==> config.mk <==
export PLATFORM = sky130hd
export DESIGN_NAME = pafd_iter_unit
export DESIGN_NICKNAME = d
export VERILOG_FILES = /design/src/rtl/pafd_pkg.sv /design/src/rtl/pafd_iter_unit.sv
export SDC_FILE = /design/constraint.sdc
export NUM_CORES = 1
export LEC_CHECK = 0
export ABC_AREA = 1
export BUFFER_PORTS_ARGS = -buffer_cell sky130_fd_sc_hd__buf_2
export CORE_UTILIZATION = 56
export CTS_CLUSTER_DIAMETER = 120
export CTS_CLUSTER_SIZE = 14
export DETAILED_ROUTE_END_ITERATION = 16
export PLACE_DENSITY = 0.79
export SYNTH_ARGS = -nofsm -noshare
export SYNTH_HDL_FRONTEND = slang
export SYNTH_SLANG_ARGS = --single-unit
==> constraint.sdc <==
create_clock -name clk -period 7.5 [get_ports clk]
set_input_delay 0.375 -clock clk [delete_from_list [all_inputs] [get_ports clk]]
set_output_delay 0.375 -clock clk [all_outputs]
set_load 0.02 [all_outputs]
==> src/rtl/pafd_pkg.sv <==
// Shared types and constants of the phi accrual failure detector.
package pafd_pkg;

  // Item function codes.
  localparam logic [1:0] FUNC_HEARTBEAT = 2'd0;
  localparam logic [1:0] FUNC_CHECK     = 2'd1;
  localparam logic [1:0] FUNC_INJECT    = 2'd2;
  localparam logic [1:0] FUNC_QUERY     = 2'd3;

  // Worker status codes.
  localparam logic [1:0] ST_ALIVE   = 2'd0;
  localparam logic [1:0] ST_SUSPECT = 2'd1;
  localparam logic [1:0] ST_FAILED  = 2'd2;

  // Configuration register indexes.
  localparam logic [2:0] REG_WORKER_COUNT = 3'd0;
  localparam logic [2:0] REG_LOCAL_ID     = 3'd1;
  localparam logic [2:0] REG_EXPECTED     = 3'd2;
  localparam logic [2:0] REG_TIMEOUT      = 3'd3;
  localparam logic [2:0] REG_Z_FAIL       = 3'd4;
  localparam logic [2:0] REG_Z_SUSPECT    = 3'd5;

  localparam int CFG_IDX_W  = 3;
  localparam int CFG_DATA_W = 32;

  // Window geometry and the statistics cap on one interval.
  localparam int WIN_LEN   = 8;
  localparam int WIN_IDX_W = 3;
  localparam int ENTRY_W   = 24;
  localparam logic [ENTRY_W-1:0] ENTRY_CAP = '1;

  // Iteration counts of the shared shift-subtract unit.
  localparam logic [5:0] SQRT_STEPS = 6'd32;
  localparam logic [5:0] DIV_STEPS  = 6'd15;

  typedef enum logic {
    OP_SQRT,
    OP_DIV
  } iter_op_t;

  // Control from the sequencer to the shift-subtract unit.
  typedef struct packed {
    logic     start;
    iter_op_t op;
  } iter_ctl_t;

  // Status back from the shift-subtract unit.
  typedef struct packed {
    logic        done;
    logic [31:0] result;
  } iter_stat_t;

endpackage

==> src/rtl/pafd_iter_unit.sv <==
// Shared shift-subtract unit: integer square root and restoring division.
module pafd_iter_unit (
  input  logic                clk,
  input  logic                rst_n,
  input  pafd_pkg::iter_ctl_t ctl,
  input  logic [63:0]         src_in,
  input  logic [35:0]         rem_in,
  input  logic [30:0]         divisor,
  output pafd_pkg::iter_stat_t stat
);
  import pafd_pkg::*;

  iter_op_t    op_r;
  logic [63:0] src_r;
  logic [35:0] rem_r;
  logic [31:0] acc_r;
  logic [5:0]  cnt_r;
  logic        busy_r;
  logic        done_r;
  logic [30:0] div_r;

  logic [35:0] shifted;
  logic [35:0] trial;
  logic        ge;

  // One step: bring in the next bits, compare with the trial value, subtract.
  always_comb begin
    if (op_r == OP_SQRT) begin
      shifted = {rem_r[33:0], src_r[63:62]};
      trial   = {2'b00, acc_r[31:0], 2'b01};
    end else begin
      shifted = {rem_r[34:0], src_r[63]};
      trial   = {5'b0, div_r};
    end
    ge = (shifted >= trial);
  end

  always_ff @(posedge clk) begin
    if (!rst_n) begin
      busy_r <= 1'b0;
      done_r <= 1'b0;
      cnt_r  <= '0;
      op_r   <= OP_SQRT;
    end else begin
      // Done pulses for one cycle after the last step.
      done_r <= !ctl.start && busy_r && (cnt_r == 6'd1);
      if (ctl.start) begin
        busy_r <= 1'b1;
        op_r   <= ctl.op;
        src_r  <= src_in;
        rem_r  <= rem_in;
        div_r  <= divisor;
        acc_r  <= '0;
        cnt_r  <= (ctl.op == OP_SQRT) ? SQRT_STEPS : DIV_STEPS;
      end else if (busy_r) begin
        rem_r <= ge ? (shifted - trial) : shifted;
        acc_r <= {acc_r[30:0], ge};
        src_r <= (op_r == OP_SQRT) ? {src_r[61:0], 2'b00} : {src_r[62:0], 1'b0};
        cnt_r <= cnt_r - 6'd1;
        if (cnt_r == 6'd1) begin
          busy_r <= 1'b0;
        end
      end
    end
  end

  assign stat.done   = done_r;
  assign stat.result = acc_r;

endmodule

==> out/qor.yml, run 1 <==
run_status:
  outcome: "finished clean"
yosys:
  syn_area_per_cell_um2: 7.36
  ys_types: 40
  syn-num-nets: 1699
  syn_inst: 1527
  synth_compound_area_share_pct: 10.0
  synth_top_family_by_area: "simple AND/OR/NAND/NOR gates"
  synth_mux_area_share_pct: 0.0891
  synth_xor_area_share_pct: 1.48
  synth_area_um2: 11200
  yosys_warnings: 0
  ys_seq_area_share_pct: 44.9
  ys_ff_latch: 171
  netlist.area_leader.share_pct: 43.3
  synth_top_area_cell: "edfxtp_1"
  synthTopCellsByArea: "edfxtp_1 43%, nand2_1 16%, o21ai_0 8.5%"
  synthAdderAreaFrac_pct: 4.19
  synth-simple-area-share_pct: 29.7
  synth_edf_count: 162
  ys.flop_type: "edfxtp_1"
  synth-async-reset-ratio_pct: 0
clock_tree:
  postCtsResizedCells: 0
  clock_path_buffers: 2
  cts_made_buffers: 17
  cts.clk_slew.worst_paths_ns: 0.08
  cts_setup_buffers: 0
  cts_root_buffer: "clkbuf_16"
  cts_max_level: 4
  clk_latency_ns: 0.44
  cts_sinks: 171
  holdBufCountCts: 0
  cts_tree: "yes"
final_layout:
  final_core_util_pct: 65.2
  layout.nets: 1827
  post-route-cell-area_um2: 12800
  fillerInstances: 1730
  area_growth_pct: 13.7
  drive_gt1_share_pct: 15.0
global_route:
  grt_pass1_vias: 9418
  use_met2_pct: 47.9
  use_met1_pct: 40.7
  grtUsageTotal_pct: 30.3
  grt_max_degree: 114
  grt_overflow: 0
  antenna_found_initial: 3
  met3_usage_pct: 6.90
  grt_pass1_wl_um: 47400
  top_usage_layer: "met2"
timing:
  setup_ws_ns: 2.89
  fin_crit_sh_pct: 61.5
  tightestPinTransition_ns: 1.02
  fin_setup_tns_ns: 0
  fin_crit_ns: 4.61
  finClkSkew_ns: 0.0152
  max_freq_mhz: 217
  setup-violations-final: 0
  relSlewSlack_pct: 32.1
  slew_viol_final: 0
  hold_viol: 0
  rsz0062_at_grt: "false"
worst_setup_path:
  worstSetupStartpointType: "register"
  crit_type: "register to register"
  r2r_end: "rem_r[20]"
  r2r_start: "op_r"
  cp_data_arrival_time_ns: 4.79
  crit_fanout: 113
  r2r_cells: 15
  crit_required_ns: 7.68
  crit_path_end_kind: "register"
  reg2reg_slack_ns: 2.89
routing:
  drtAntennaViolNets: 0
  dr.pass1.iters: 5
  drtIter0Drc: 855
  wl_per_cell_um: 15.6
  drc: 0
  via_per_inst: 5.34
  vias: 10400
  wl_um: 30200
pwr:
  p_leak_nw: 6.14
  vdd_ir_drop_max_uv: 169
  powerDensity_nw_per_um2: 227
place:
  place_area_um2: 12200
  place_congestion: 0.932
  dp_hpwl_um: 21500
  portBuffers: 166
  post-place-ws_ns: 3.01
min_path:
  worstHoldPathCells: 1
  holdPathEnd: "div_r[20]"
  hold_class: "primary input to register"
  hp-start: "divisor[20]"
die:
  row_count: 51
  io_pins: 168
  core_area_um2: 19600
  die-area_um2: 20600
  start_util_pct: 57.4
  die_h_um: 144
  die_x_um: 144
run:
  cap_violations: 0
cells in the mapped netlist, types with 2 or more instances:
cell type,instances
a21oi_1,24
and2_1,2
and3_1,2
buf_2,8
buf_4,4
buf_6,3
clkbuf_1,49
dfxtp_1,9
edfxtp_1,162
ha_1,36
inv_1,209
nand2_1,489
nand3_1,87
nand3b_1,12
nand4_1,7
nor2_1,156
nor2_2,3
nor3_1,4
o21ai_0,190
o22ai_1,3
or2_2,32
xnor2_1,17
xor2_1,2
per-layer routing:
metal / routed length [um] / vias up
met5: 0 / -
met4: 787 / 0
met3: 2350 / 57
met2: 13900 / 366
met1: 13200 / 4764
li1: - / 5165
cells in the final DEF, fill, tap and decap left out, types with 4 or more instances in the layout:
cell | netlist | layout
a21oi_1 | 24 | 24
buf_2 | 8 | 165
buf_4 | 4 | 9
clkbuf_16 | 0 | 17
clkinv_4 | 0 | 5
clkinv_8 | 0 | 4
dfxtp_1 | 9 | 8
diode_2 | 0 | 4
edfxtp_1 | 162 | 162
ha_1 | 36 | 36
inv_1 | 209 | 208
inv_6 | 0 | 4
nand2_1 | 489 | 489
nand3_1 | 87 | 87
nand3b_1 | 12 | 12
nand4_1 | 7 | 7
nor2_1 | 156 | 155
nor3_1 | 4 | 4
o21ai_0 | 190 | 190
or2_2 | 32 | 32
xnor2_1 | 17 | 17
worst max-delay path, cell delays in order, from the launching register on:
cell	delay, ns
dfxtp_2	0.33
inv_4	0.68
buf_4	0.55
o21ai_0	0.29
ha_1	0.43
nand2_1	0.10
nor2_1	0.28
nand2_1	0.12
clkinv_1	0.07
nand4_1	0.09
nand3_2	0.15
nand3_4	0.40
nand2_8	0.41
nand2_1	0.10
nand3_1	0.12
nand2_1	0.09
cell type report:
| class | count | area, um^2 | area share [%] |
|---|---|---|---|
| well taps | 265 | 332 | 2.59 |
| inverters | 211 | 795 | 6.22 |
| multi-input cells | 1080 | 5120 | 40.1 |
| clock inverters | 15 | 159 | 1.24 |
| clock buffers | 17 | 425 | 3.33 |
| flip-flops and latches | 171 | 5050 | 39.5 |
| repair buffers | 174 | 893 | 6.99 |
| diodes | 4 | 10.0 | 0.0783 |
logic make-up (layout without fill, tap and decap cells):
group                    count (synthesis)  in the layout
adder cells (fa/ha/maj)                 37             37
buffers and inverters                  276            417
flip-flops                             171            171
XOR/XNOR                                19             19
multiplexers                             1              1
AND/OR/NAND/NOR                        801            801
AO/OA/AOI/OAI                          222            222
other                                    0              4
power by group:
part	switching, mW	internal (mW)
Combinational	0.556	0.292
Sequential	0.0357	1.15
Clock	0.426	0.441
Total	1.02	1.88
registers in the layout, indices dropped and copies added, names as in the netlist:
signal,flops
op_r,1
src_r,64
done_r,1
rem_r,35
div_r,31
busy_r,1
acc_r,32
cnt_r,6
worst max path at each step:
stage / start / endpoint
global route: op_r / rem_r[20]
CTS: op_r / rem_r[20]
finish: op_r / rem_r[20]
detailed placement: op_r / rem_r[20]
global placement: op_r / rem_r[20]
floorplan: ctl[1] / acc_r[0]
stage by stage:
step | hold WS (ns) | total power [mW] | cells
6_report | 0.105 | 2.90 | 1937
5_1_grt | 0.0976 | 3.06 | 1935
4_1_cts | 0.101 | 2.90 | 1933
3_5_place_dp | 0.463 | 2.03 | 1901
3_3_place_gp | 0.454 | 2.02 | 1901
2_1_floorplan | 0.444 | 1.82 | 1527
(Power assumes the default switching activity.)
==> run 2, diff against run 1 <==
--- a/config.mk
+++ b/config.mk
@@ -5,7 +5,7 @@
 export SDC_FILE = /design/constraint.sdc
 export NUM_CORES = 1
 export LEC_CHECK = 0
-export ABC_AREA = 1
+export ABC_AREA = 0
 export BUFFER_PORTS_ARGS = -buffer_cell sky130_fd_sc_hd__buf_2
 export CORE_UTILIZATION = 56
 export CTS_CLUSTER_DIAMETER = 120
==> constraint.sdc (replaced) <==
create_clock -name clk -period 4.7 [get_ports clk]
set_input_delay 0.235 -clock clk [delete_from_list [all_inputs] [get_ports clk]]
set_output_delay 0.235 -clock clk [all_outputs]
set_load 0.02 [all_outputs]
==> out/qor.yml, run 2 <==
pwr:
  p_leak_nw: 4.72  # was 6.14 nW
  clkPwrFrac_pct: 31.3  # was 29.9%
  swShare_pct: 31.9  # was 35.1%
  p_switching_mw: 1.49  # was 1.02 mW
  p_seq_share_pct: 40.9  # was 40.8%
  p_comb_share_pct: 27.8  # was 29.3%
  p_total_mw: 4.67  # was 2.90 mW
  p_int_mw: 3.19  # was 1.88 mW
  powerDensity_nw_per_um2: 383  # was 227 nW/um^2
  vdd_ir_drop_max_uv: 301  # was 169 uV
global_route:
  grt_max_degree: 115  # was 114
  grt_overflow: 0  # unchanged
  use_met1_pct: 31.8  # was 40.7%
  top_usage_layer: "met2"  # unchanged
  use_met2_pct: 42.4  # was 47.9%
  grtUsageTotal_pct: 25.1  # was 30.3%
  met3_usage_pct: 4.60  # was 6.90%
  grt_pass1_vias: 7541  # was 9418
  antenna_found_initial: 2  # was 3
  grt_pass1_wl_um: 36300  # was 47400 um
timing:
  relSlewSlack_pct: 34.4  # was 32.1%
  fin_crit_ns: 4.21  # was 4.61 ns
  setup-violations-final: 0  # unchanged
  finClkSkew_ns: 0.00934  # was 0.0152 ns
  rsz0062_at_grt: "false"  # unchanged
  fin_setup_tns_ns: 0  # unchanged
  hold_viol: 0  # unchanged
  fin_crit_sh_pct: 89.5  # was 61.5%
  max_freq_mhz: 238  # was 217 MHz
  tightestPinTransition_ns: 0.983  # was 1.02 ns
  slew_viol_final: 0  # unchanged
final_layout:
  largest_registers: "src_r x64, rem_r x35, acc_r x32"  # unchanged
  layout.nets: 1283  # was 1827
  final_cell_mix: "165 x buf_2, 162 x edfxtp_1, 110 x nand2_1"  # was 489 x nand2_1, 208 x inv_1, 190 x o21ai_0
  largest_register_ff_count: 64  # unchanged
  final_core_util_pct: 67.9  # was 65.2%
  regMostFlops: "src_r"  # unchanged
  fillerInstances: 1361  # was 1730
  layout_commonest_cell: "buf_2"  # was nand2_1
  drive_gt1_share_pct: 24.2  # was 15.0%
  area_growth_pct: 18.6  # was 13.7%
routing:
  drtIter0Drc: 501  # was 855
  wl_per_cell_um: 16.9  # was 15.6 um
  drc: 0  # unchanged
  dr.pass1.iters: 5  # unchanged
  via_per_inst: 5.68  # was 5.34
  vias: 7686  # was 10400
  wl_um: 22900  # was 30200 um
  drtAntennaViolNets: 0  # unchanged
yosys:
  syn_area_per_cell_um2: 10.9  # was 7.36 um^2
  syn-num-nets: 1112  # was 1699
  synth.most_common_cell: "edfxtp_1"  # was nand2_1
  ys_ff_latch: 171  # unchanged
  ys.flop_type: "edfxtp_1"  # unchanged
  synthTopCellsByCount: "162 x edfxtp_1, 110 x nand2_1, 102 x mux2i_1, 80 x o21ai_0, 55 x nor2_1"  # was 489 x nand2_1, 209 x inv_1, 190 x o21ai_0, 162 x edfxtp_1, 156 x nor2_1
  synth-async-reset-ratio_pct: 0  # unchanged
  syn_inst: 940  # was 1527
  yosys_warnings: 0  # unchanged
  netlist.area_leader.share_pct: 47.3  # was 43.3%
  ys_types: 68  # was 40
  synth_edf_count: 162  # unchanged
  synth_top_area_cell: "edfxtp_1"  # unchanged
  synthTopCellsByArea: "edfxtp_1 47%, mux2i_1 9.9%, mux2_2 4.6%"  # was edfxtp_1 43%, nand2_1 16%, o21ai_0 8.5%
  ys_seq_area_share_pct: 49.0  # was 44.9%
  synth_area_um2: 10300  # was 11200 um^2
clock_tree:
  cts.clk_slew.worst_paths_ns: 0.07  # was 0.08 ns
  cts_max_level: 4  # unchanged
  cts_sinks: 171  # unchanged
  clk_latency_ns: 0.44  # about the same
  cts_made_buffers: 17  # unchanged
  cts_root_buffer: "clkbuf_16"  # unchanged
  clock_path_buffers: 2  # unchanged
  cts_tree: "yes"  # unchanged
die:
  core_area_um2: 18000  # was 19600 um^2
  die-area_um2: 18900  # was 20600 um^2
  start_util_pct: 57.3  # was 57.4%
  die_h_um: 138  # was 144 um
  die_x_um: 138  # was 144 um
  io_pins: 168  # unchanged
  row_count: 49  # was 51
run:
  cap_violations: 0  # unchanged
place:
  dp_hpwl_um: 14900  # was 21500 um
  place_congestion: 0.878  # was 0.932
  portBuffers: 166  # unchanged
worst_setup_path:
  crit_path_end_kind: "register"  # unchanged
  crit_fanout: 48  # was 113
  cp_data_arrival_time_ns: 4.38  # was 4.79 ns
  crit_type: "register to register"  # unchanged
  crit_required_ns: 4.87  # was 7.68 ns
  worstSetupStartpointType: "register"  # unchanged
min_path:
  hold_class: "primary input to register"  # unchanged
run_status:
  outcome: "finished clean"  # unchanged
## run 2: cell types whose count changed after synthesis, sizes merged, moves of 43 or more
cell   change
inv      -195
mux2      +43
mux2i    +101
nand2    -381
nand3     -83
nor2     -105
o21ai     -98
## run 2: area by class of cell
| type | count | area [um^2] | area share, % |
|---|---|---|---|
| diodes | 1 | 2.50 | 0.0205 |
| multi-input cells | 696 | 4920 | 40.4 |
| clock buffers | 17 | 425 | 3.49 |
| repair buffers | 208 | 1250 | 10.3 |
| well taps | 229 | 287 | 2.35 |
| inverters | 17 | 65.1 | 0.533 |
| clock inverters | 15 | 194 | 1.59 |
| flip-flops and latches | 171 | 5050 | 41.4 |
## run 2: logic make-up after synthesis
kind of cell | synth area share [%]
xor gates and xnor gates | 2.55
AOI/OAI and AO/OA | 14.0
adders and majority gates | 4.57
and+or+nand+nor | 12.0
muxes | 14.6
DFF | 49.0
buffers and inverters | 3.15
## run 2: worst paths after layout
| path | slack (ns) | depth (start not counted) | startpoint | to |
|---|---|---|---|---|
| max | 0.49 | 13 | op_r | rem_r[26] |
| min | 0.07 | 3 | src_in[1] | src_r[1] |
| max reg2reg | 0.49 | 13 | op_r | rem_r[26] |
| min reg2reg | 0.56 | 2 | busy_r | done_r |
## run 2: through the flow
step                hold slack [ns]  cells  worst slack (ns)  area, um^2
detailed placement            0.413   1290             0.570       11300
floorplan                     0.334    940             0.144       10300
global placement              0.412   1290             0.668       11300
finish                       0.0729   1354             0.494       12200
global route                 0.0622   1354             0.301       12200
CTS                          0.0623   1353             0.493       12200
## run 2: power by group through the flow
stage | registers, mW | logic, mW | clock network (mW)
after floorplan | 1.94 | 0.972 | 0
after global placement | 1.94 | 1.23 | 0
after detailed placement | 1.94 | 1.25 | 0
after CTS | 1.91 | 1.29 | 1.48
after global routing | 1.93 | 1.44 | 1.54
final | 1.91 | 1.30 | 1.46
## run 2: metal layers
| metal | part of all wire [%] | wire length [um] |
|---|---|---|
| met5 | 0.070 | 16 |
| met4 | 2.0 | 452 |
| met3 | 4.2 | 951 |
| met2 | 48 | 11100 |
| met1 | 45 | 10400 |
## run 2: timing repair
item	CTS	global route
hold buffers	31	0
hold endpoints to repair	31	0
buffers inserted	0	0
resized for setup	0	0
## run 2: critical path, stage by stage (launching register included)
cell and delay, ns:
dfxtp_4 0.81, mux2i_1 0.31, ha_1 0.21, inv_1 0.06, fa_1 0.42, a211oi_2 0.26, nor2_1 0.10, o31ai_2 0.40
nand2_1 0.17, a31oi_1 0.34, o21a_1 0.25, o21bai_1 0.13, nor4b_1 0.34, a211oi_1 0.10
